$ cat src/sv/kcs_pkg.sv
// kcs_pkg: shared constants, opcodes, register indexes and divider types
// for the keyframe clip sampler; no dependencies
package kcs_pkg;

   localparam int MAX_KEYS = 64;
   localparam int KEY_AW   = $clog2(MAX_KEYS);
   localparam int KCNT_W   = 7;
   localparam int DIV_NW   = 41;
   localparam int DIV_DW   = 32;
   localparam int DIV_CW   = $clog2(DIV_NW + 1);
   localparam int ENTRY_W  = 48;

   localparam logic OP_KEY_WRITE = 1'b0;
   localparam logic OP_TICK      = 1'b1;

   localparam logic [2:0] REG_START_FRAME = 3'd0;
   localparam logic [2:0] REG_END_FRAME   = 3'd1;
   localparam logic [2:0] REG_FRAME_RATE  = 3'd2;
   localparam logic [2:0] REG_PLAY_SPEED  = 3'd3;
   localparam logic [2:0] REG_LOOP_ENABLE = 3'd4;
   localparam logic [2:0] REG_KEY_COUNT   = 3'd5;

   localparam logic [15:0] RATE_RESET  = 16'd6144;
   localparam logic [15:0] SPEED_RESET = 16'd256;
   localparam logic [16:0] BLEND_ONE   = 17'h10000;

   typedef struct packed {
      logic              start;
      logic [DIV_NW-1:0] dividend;
      logic [DIV_DW-1:0] divisor;
   } div_req_type;

   typedef struct packed {
      logic              done;
      logic [DIV_NW-1:0] quotient;
      logic [DIV_DW-1:0] remainder;
   } div_rsp_type;

endpackage

$ cat src/sv/kcs_key_ram.sv
// kcs_key_ram: key table, one write port and one registered read port
// depends on kcs_pkg
module kcs_key_ram
   import kcs_pkg::*;
(
   input  logic               clock,
   input  logic               we,
   input  logic [KEY_AW-1:0]  waddr,
   input  logic [ENTRY_W-1:0] wdata,
   input  logic               re,
   input  logic [KEY_AW-1:0]  raddr,
   output logic [ENTRY_W-1:0] rdata
);

   logic [ENTRY_W-1:0] mem [MAX_KEYS];
   logic [ENTRY_W-1:0] rdata_ff;

   always_ff @(posedge clock) begin
      if (we) begin
         mem[waddr] <= wdata;
      end
      if (re) begin
         rdata_ff <= mem[raddr];
      end
   end

   assign rdata = rdata_ff;

endmodule

$ cat config.mk
export PLATFORM = sky130hd
export DESIGN_NAME = kcs_key_ram
export DESIGN_NICKNAME = d
export VERILOG_FILES = /design/src/sv/kcs_pkg.sv /design/src/sv/kcs_key_ram.sv
export SDC_FILE = /design/constraint.sdc
export NUM_CORES = 2
export LEC_CHECK = 0
export ABC_AREA = 0
export BUFFER_PORTS_ARGS = -buffer_cell sky130_fd_sc_hd__clkbuf_2
export CELL_PAD_IN_SITES_DETAIL_PLACEMENT = 0
export CELL_PAD_IN_SITES_GLOBAL_PLACEMENT = 1
export CORE_UTILIZATION = 55
export CTS_BUF_LIST = sky130_fd_sc_hd__clkbuf_4
export DETAILED_ROUTE_END_ITERATION = 8
export PLACE_DENSITY = 0.86
export SETUP_SLACK_MARGIN = 0.15
export SYNTH_ARGS = -nofsm -noshare
export SYNTH_HDL_FRONTEND = slang
export SYNTH_SLANG_ARGS = --single-unit
export TNS_END_PERCENT = 1
$ cat constraint.sdc
create_clock -name clock -period 14.35 [get_ports clock]
set_input_delay 0.7175 -clock clock [delete_from_list [all_inputs] [get_ports clock]]
set_output_delay 0.7175 -clock clock [all_outputs]
set_load 0.01 [all_outputs]
==> flow_summary.yaml <==
outcome:
  status: "finished with violations"
  violations: "design-rule violations"
timing:
  finalSetupTns_ns: 0
  clock-skew-final_ns: 0.08158
  tightest_slew_ns: 1.367
  drv_slew: 0
  max_freq_mhz: 252.9
  hold_viol: 0
  setup_viol: 0
  slew_headroom_pct: 8.673
  period_minus_slack_ns: 3.954
  min_period_over_period_pct: 27.56
  worst_slack_ns: 10.40
  rsz0062_at_grt: "no"
synth:
  yosysSeqAreaShare_pct: 79.67
  synth.distinct_cells: 35
  netlist_instances: 4970
  synthTopCellsByArea: "edfxtp_1, mux4_2, o22ai_1, a221oi_1, mux2i_1"
  synth_top_area_share_pct: 79.67
  yosysWarnings: 0
  syn-num-nets: 5033
  synth.most_common_cell: "edfxtp_1"
  synth-edff-count: 3120
  synthArstFlopShare_pct: 0
  ys_seq_elements: 3120
  ys.flop_type: "edfxtp_1"
  synth_area_um2: 117600
  synth.largest_area_cell: "edfxtp_1"
  avgSynthCellArea_um2: 23.66
  synthTopCellsByCount: "edfxtp_1, mux4_2, nor2_1"
placement:
  io_buffer_count: 110
  dp_hpwl_um: 159500
  gp_congestion: 0.8261
  pre_cts_slack_ns: 8.896
global_routing:
  grt_busiest_layer: "met2"
  gr-total-overflow: 0
  antenna_found_initial: 28
  gr-usage-all-layers_pct: 28.72
  grt_max_degree: 126
  gr-usage-met1_pct: 38.47
  grt_pass1_wl_um: 433000
  grt_use_met2_pct: 44.19
  grt_pass1_vias: 60794
  use_met3_pct: 8.398
floorplanning:
  die_area_um2: 215700
  die_w_um: 464.4
  initial_core_util_pct: 55.39
  core_um2: 212300
  fp-row-count: 169
  io_pins: 111
  chipHeight_um: 464.4
power_and_ir_drop:
  power.internal_mw: 13.91
  swShare_pct: 21.94
  clock_power_share_pct: 38.4
  vdd_ir_drop_max_uv: 106.9
  power.leakage_nw: 41.28
  p_seq_share_pct: 56.9
  power_frac_comb_pct: 4.7
  power_density_nw_per_um2: 136.3
  p_total_mw: 17.82
  p_switching_mw: 3.911
critical_path:
  cp_data_arrival_time_ns: 5.04
  endpoint_kind: "flip-flop"
  worstPathRequired_ns: 15.44
  reg2reg_to: "rdata[8]"
  rr_startpoint: "mem[45][8]"
  rr_worst_depth: 5
  crit_type: "in -> reg"
  startpoint_type: "input pin"
  rrSetupSlack_ns: 12.02
  crit_fanout: 89
routing:
  dr.pass1.iters: 9
  drtIter0Drc: 9624
  ant_nets: 0
  drc: 18
  avgRoutedWirePerCell_um: 34.23
  via_per_inst: 6.704
  vias: 60419
  finalWirelength_um: 308500
worst_hold_path:
  hold_end: "mem[55][6]"
  hold_class: "in -> reg"
  min-delay-start: "waddr[0]"
  holdPathStages: 3
job:
  drv_cap: 0
final_layout:
  layout-drive-gt1-share_pct: 35.87
  utilization_pct: 61.60
  final_nets: 5744
  area_growth_pct: 11.21
cts:
  clk_pin_slew_ns: 0.07
  clockBufferDepth: 4
  cts_tree: "built"
  clock_latency_ns: 1.41
  numCtsBuffers: 732
  h-tree-depth: 6
  cts.sink_count: 3120
  cts-root-buf: "clkbuf_4"
  cts-resized-gates: 0
[worst max path at each step]
stage                     startpoint          to  cells after the start
after global routing        raddr[0]   rdata[42]                      9
after floorplan             waddr[3]  mem[48][0]                      4
after detailed placement    raddr[0]   rdata[42]                      9
after CTS                   raddr[0]   rdata[44]                      9
after global placement      raddr[0]   rdata[42]                      9
final                       raddr[0]   rdata[44]                      9
[layout by cell type, fill, tap and decap left out, types with 6 or more instances in the layout]
cell type,n
o22ai_1,122
a221oi_1,83
o221ai_1,28
diode_2,27
mux4_2,754
dlygate4sd3_1,6
nor2_1,68
bufinv_16,6
clkbuf_2,106
a311oi_1,11
a22oi_1,72
mux2i_1,63
inv_2,13
a22o_1,57
mux2_2,12
nand3_1,7
nand2b_1,8
clkinv_2,14
nand2_1,54
buf_4,139
nor2_4,64
a21oi_1,74
clkbuf_4,1071
edfxtp_1,3120
buf_12,6
nor2b_1,20
clkinv_1,111
a211oi_1,32
[final cells by class]
class,count,area [um^2]
flip-flops and latches,3120,93690
repair buffers,259,1784
clock inverters,146,730.7
fillers,13937,81520
clock buffers,1071,8040
multi-input cells,1568,22940
diodes,27,67.56
well taps,2821,3530
[critical path, stage by stage]
cell and delay, ns:
buf_12 0.49, buf_12 0.65, buf_4 0.79, buf_4 0.81, mux4_2 0.60, o22ai_1 0.22, nor2_1 0.08, a21oi_1 0.44
nor2_1 0.08
[sequential cells by signal, summed over array words and instances (netlist names)]
register	flops
mem	3072
rdata	48
[through the flow]
step | instances | hold WS [ns] | instance area, um^2
3_5_place_dp | 7762 | 0.9088 | 121900
4_1_cts | 8985 | 0.1148 | 130700
3_3_place_gp | 7762 | 0.8923 | 121900
5_1_grt | 9003 | 0.1668 | 130800
2_1_floorplan | 4970 | 0.7874 | 117600
6_report | 9012 | 0.2395 | 130800
[timing repair]
item / 4_1_cts / 5_1_grt
hold buffers: 6 / 0
buffers inserted: 0 / 0
hold endpoints to repair: 97 / 0
[logic make-up (layout without fill, tap and decap cells)]
| kind of cell | after synthesis | count (layout) | share of synthesized area, % |
|---|---|---|---|
| compound gates | 486 | 486 | 3.012 |
| other cells | 0 | 27 | 0 |
| simple gates | 253 | 253 | 0.9533 |
| buf+inv | 282 | 1476 | 1.274 |
| mux | 829 | 829 | 15.09 |
| flops | 3120 | 3120 | 79.67 |
[layer usage]
| metal | share of wire (%) | up-vias |
|---|---|---|
| met4 | 4.4 | 8 |
| met2 | 47 | 5116 |
| met5 | 0.019 | - |
| li1 | - | 23430 |
| met1 | 34 | 31083 |
| met3 | 14 | 782 |
[power by group through the flow]
stage               Sequential (mW)  Combinational (mW)  Clock, mW
detailed placement             10.3               0.828          0
floorplan                      10.3               0.482          0
finish                         10.1               0.838       6.84
global placement               10.3               0.806          0
global route                   10.1               0.877       7.36
CTS                            10.1               0.832       6.91
Power figures use the tool's default switching activity.
