**src/sv/kcs_pkg.sv**
```systemverilog
// kcs_pkg: shared constants, opcodes, register indexes and divider types
// for the keyframe clip sampler; no dependencies
package kcs_pkg;

   localparam int MAX_KEYS = 64;
   localparam int KEY_AW   = $clog2(MAX_KEYS);
   localparam int KCNT_W   = 7;
   localparam int DIV_NW   = 41;
   localparam int DIV_DW   = 32;
   localparam int DIV_CW   = $clog2(DIV_NW + 1);
   localparam int ENTRY_W  = 48;

   localparam logic OP_KEY_WRITE = 1'b0;
   localparam logic OP_TICK      = 1'b1;

   localparam logic [2:0] REG_START_FRAME = 3'd0;
   localparam logic [2:0] REG_END_FRAME   = 3'd1;
   localparam logic [2:0] REG_FRAME_RATE  = 3'd2;
   localparam logic [2:0] REG_PLAY_SPEED  = 3'd3;
   localparam logic [2:0] REG_LOOP_ENABLE = 3'd4;
   localparam logic [2:0] REG_KEY_COUNT   = 3'd5;

   localparam logic [15:0] RATE_RESET  = 16'd6144;
   localparam logic [15:0] SPEED_RESET = 16'd256;
   localparam logic [16:0] BLEND_ONE   = 17'h10000;

   typedef struct packed {
      logic              start;
      logic [DIV_NW-1:0] dividend;
      logic [DIV_DW-1:0] divisor;
   } div_req_type;

   typedef struct packed {
      logic              done;
      logic [DIV_NW-1:0] quotient;
      logic [DIV_DW-1:0] remainder;
   } div_rsp_type;

endpackage

```
**src/sv/kcs_divider.sv**
```systemverilog
// kcs_divider: restoring unsigned divider, one quotient bit per cycle
// depends on kcs_pkg
module kcs_divider
   import kcs_pkg::*;
(
   input  logic        clock,
   input  logic        reset,
   input  div_req_type req,
   output div_rsp_type rsp
);

   logic              busy_ff, done_ff;
   logic [DIV_CW-1:0] cnt_ff;
   logic [DIV_NW-1:0] quo_ff;
   logic [DIV_DW-1:0] rem_ff, dsr_ff;
   logic [DIV_DW:0]   shifted, diff;
   logic              fits;

   assign shifted = {rem_ff, quo_ff[DIV_NW-1]};
   assign diff    = shifted - {1'b0, dsr_ff};
   assign fits    = shifted >= {1'b0, dsr_ff};

   always_ff @(posedge clock) begin
      if (reset) begin
         busy_ff <= 1'b0;
         done_ff <= 1'b0;
         cnt_ff  <= '0;
      end else begin
         done_ff <= 1'b0;
         if (req.start) begin
            busy_ff <= 1'b1;
            cnt_ff  <= DIV_CW'(DIV_NW);
         end else if (busy_ff) begin
            cnt_ff <= cnt_ff - 1'b1;
            if (cnt_ff == DIV_CW'(1)) begin
               busy_ff <= 1'b0;
               done_ff <= 1'b1;
            end
         end
      end
      if (req.start) begin
         quo_ff <= req.dividend;
         dsr_ff <= req.divisor;
         rem_ff <= '0;
      end else if (busy_ff) begin
         quo_ff <= {quo_ff[DIV_NW-2:0], fits};
         rem_ff <= fits ? diff[DIV_DW-1:0] : shifted[DIV_DW-1:0];
      end
   end

   assign rsp.done      = done_ff;
   assign rsp.quotient  = quo_ff;
   assign rsp.remainder = rem_ff;

endmodule

```
**config.mk**
```make
export PLATFORM = sky130hd
export DESIGN_NAME = kcs_divider
export DESIGN_NICKNAME = d
export VERILOG_FILES = /design/src/sv/kcs_pkg.sv /design/src/sv/kcs_divider.sv
export SDC_FILE = /design/constraint.sdc
export NUM_CORES = 1
export LEC_CHECK = 0
export BUFFER_PORTS_ARGS = -buffer_cell sky130_fd_sc_hd__buf_2
export CAP_MARGIN = 20
export CORE_AREA = 8 8 125 116
export DETAILED_ROUTE_END_ITERATION = 6
export DIE_AREA = 0 0 133 124
export PLACE_DENSITY = 0.84
export SYNTH_ARGS = -nofsm -noshare
export SYNTH_HDL_FRONTEND = slang
export SYNTH_SLANG_ARGS = --single-unit
```
**constraint.sdc**
```tcl
create_clock -name clock -period 4.4 [get_ports clock]
set_input_delay 0.44 -clock clock [delete_from_list [all_inputs] [get_ports clock]]
set_output_delay 0.44 -clock clock [all_outputs]
set_load 0.01 [all_outputs]
```
==> results.sh <==
export IMPL_status="finished clean"
export IMPL_layout_drive_gt1_share_pct=29.7
export IMPL_yosysUniqueCellTypes=67
export IMPL_maxSlewHeadroom_pct=37.6
export IMPL_critPathKind="reg -> reg"
export IMPL_path_clk_slew_ps=60
export IMPL_cellPowerDensity_nw_per_um2=408
export IMPL_dieHeight_um=124
export IMPL_cts_hold_buf=0
export IMPL_dr_pass1_iters=5
export IMPL_gr_usage_all_layers_pct=22.4
export IMPL_required_ps=4740
export IMPL_drt_total_wl_um=18300
export IMPL_rsz0062_at_grt="no"
export IMPL_syn_avg_cell_area_um2=10.0
export IMPL_pre_cts_ws_ps=1500
export IMPL_core_um2=12300
export IMPL_arrival_ps=3340
export IMPL_overflow=0
export IMPL_insertion_delay_ps=420
export IMPL_post_route_min_period_ps=3000
export IMPL_vias=5708
export IMPL_synth_warnings=0
export IMPL_row_count=39
export IMPL_grt_pass1_vias=5598
export IMPL_grt_antenna_before_repair=0
export IMPL_synthArstFlopShare_pct=0
export IMPL_dieArea_um2=16500
export IMPL_tightest_slew_ps=933
export IMPL_finalWeightedCongestion=0.938
export IMPL_hpwl_um=13200
export IMPL_grt_max_degree=53
export IMPL_finalWorstSetupSlack_ps=1400
export IMPL_worstSetupStartpointType="flip-flop"
export IMPL_peakVddDrop_uv=370
export IMPL_drv_slew=0
export IMPL_start_util_pct=53.6
export IMPL_vias_per_cell=5.89
export IMPL_ys_flop_type="edfxtp_1"
export IMPL_synth_seq_cells=113
export IMPL_power_w=0.00327
export IMPL_num_io_pins=150
export IMPL_hold_path_class="in -> reg"
export IMPL_crit_path_end_kind="flip-flop"
export IMPL_cts_buffers=17
export IMPL_syn_area_um2=6620
export IMPL_drc=0
export IMPL_cts_tree="yes"
export IMPL_synth_fp_nets=773
export IMPL_setup_viol=0
export IMPL_postRouteAntennaNets=0
export IMPL_cts_sinks=113
export IMPL_area_delta_synth_final_pct=20.9
export IMPL_period_share_pct=68.2
export IMPL_n_antenna_cell=0
export IMPL_fin_skew_ps=10.3
export IMPL_finalHoldViolations=0
export IMPL_cp_max_fo=31
export IMPL_clk_path_buf_depth=2
export IMPL_fmax_mhz=333
export IMPL_cellLeakagePower_nw=3.49
export IMPL_maxCapViolCount=0
export IMPL_wire_per_inst_um=18.8
export IMPL_grt_pass1_wl_um=29100
export IMPL_post_cts_buffers=0
export IMPL_postLayoutCoreUtil_pct=64.8
export IMPL_root_buffer="clkbuf_16"
export IMPL_fp_dieW_um=133
export IMPL_yosysSeqAreaShare_pct=45.2
export IMPL_drt_iter0_markers=376
export IMPL_post_cts_resized=0
export IMPL_nets=903
export IMPL_tns_ps=0
export IMPL_io_buffer_count=149
export IMPL_synth_edf_count=73
export IMPL_synthCells=662
export IMPL_htreeDepth=4
[cells in the mapped netlist (3+ instances only)]
cell | instances | area, µm²
o21ai_1 | 19 | 95.1
a32o_1 | 3 | 30.0
nand4_1 | 13 | 81.3
a311oi_1 | 13 | 114
mux2_2 | 41 | 462
o211ai_1 | 11 | 82.6
o41ai_1 | 3 | 26.3
o21a_1 | 4 | 30.0
o311a_1 | 5 | 50.1
clkbuf_1 | 19 | 71.3
a2111oi_0 | 3 | 26.3
edfxtp_1 | 73 | 2190
o31ai_1 | 3 | 22.5
dfxtp_1 | 40 | 801
nor2_1 | 52 | 195
nand2b_1 | 3 | 18.8
nor3_1 | 13 | 65.1
inv_1 | 47 | 176
a21o_1 | 16 | 120
xor2_1 | 8 | 70.1
o21ai_0 | 15 | 75.1
buf_2 | 16 | 80.1
o221ai_1 | 6 | 52.6
nand3_1 | 21 | 105
a21oi_1 | 33 | 165
nor4_1 | 6 | 37.5
or3_1 | 8 | 50.1
a31oi_1 | 6 | 37.5
buf_1 | 5 | 18.8
a211oi_1 | 4 | 30.0
o21bai_1 | 3 | 22.5
nand2_1 | 48 | 180
xnor2_1 | 22 | 193
and2_1 | 3 | 18.8
ha_1 | 34 | 425
[registers in the layout, indices dropped and copies added, names as in the netlist]
name	cells
busy_ff	1
cnt_ff	6
quo_ff	41
rem_ff	32
done_ff	1
dsr_ff	32
[cell type report]
class	instances	area [µm²]
clock buffers	19	453
clock inverters	13	136
fillers	972	4350
inverters	47	176
multi-input cells	457	3240
flip-flops and latches	113	2990
well taps	164	205
repair buffers	156	801
[cells by family (layout without fill, tap and decap cells)]
logic type / after synthesis / after routing / share of synthesized area (%)
DFF: 113 / 113 / 45.2
and+or+nand+nor: 182 / 182 / 13.3
AOI/OAI and AO/OA: 167 / 167 / 17.7
xor gates and xnor gates: 30 / 30 / 3.97
adders and majority gates: 35 / 35 / 6.73
muxes: 43 / 43 / 7.28
buffers and inverters: 92 / 235 / 5.88
[report_power, final]
part | internal (W) | switching [W]
logic | 0.000260 | 0.000356
registers | 0.00123 | 0.0000548
clock network | 0.000860 | 0.000502
total | 0.00235 | 0.000913
[critical path, cell delays in order, from the launching register on]
cell and delay (ps):
edfxtp_1 330, inv_1 50, ha_1 400, nand4_1 190, nor4_2 410, a21oi_1 110
o21a_1 120, o221ai_1 380, o21a_4 440, o21ai_1 220, o221ai_1 260
[routing by layer]
| metal | GRT usage (%) | vias up | routed length, µm |
|---|---|---|---|
| met4 | 8.43 | 0 | 281 |
| met1 | 26.1 | 2702 | 7440 |
| met5 | 0 | - | 0 |
| met3 | 10.7 | 22 | 2280 |
| met2 | 35.6 | 262 | 8260 |
| li1 | - | 2722 | - |
[through the flow]
stage	hold slack [ps]	instances	instance area (µm²)
2_1_floorplan	469	662	6620
3_3_place_gp	474	937	7410
3_5_place_dp	482	937	7410
4_1_cts	172	969	8000
5_1_grt	175	969	8000
6_report	190	969	8000
[path summary, 6_finish.rpt]
path              slack [ps]        from          to  cells after the start
setup / recovery        1400   dsr_ff[9]  rem_ff[28]                     10
hold / removal           190     req[27]  dsr_ff[27]                      1
setup reg to reg        1400   dsr_ff[9]  rem_ff[28]                     10
hold reg to reg          480  rem_ff[31]  rem_ff[31]                      2
[placed cells by master, fill, tap and decap left out, types with 15 or more instances in the layout]
cell type / instances
a21o_1: 16
a21oi_1: 33
buf_2: 148
clkbuf_16: 17
dfxtp_1: 40
edfxtp_1: 73
ha_1: 34
inv_1: 47
mux2_2: 41
nand2_1: 48
nand3_1: 21
nor2_1: 52
o21ai_0: 15
o21ai_1: 19
xnor2_1: 22
(Power assumes the default switching activity.)
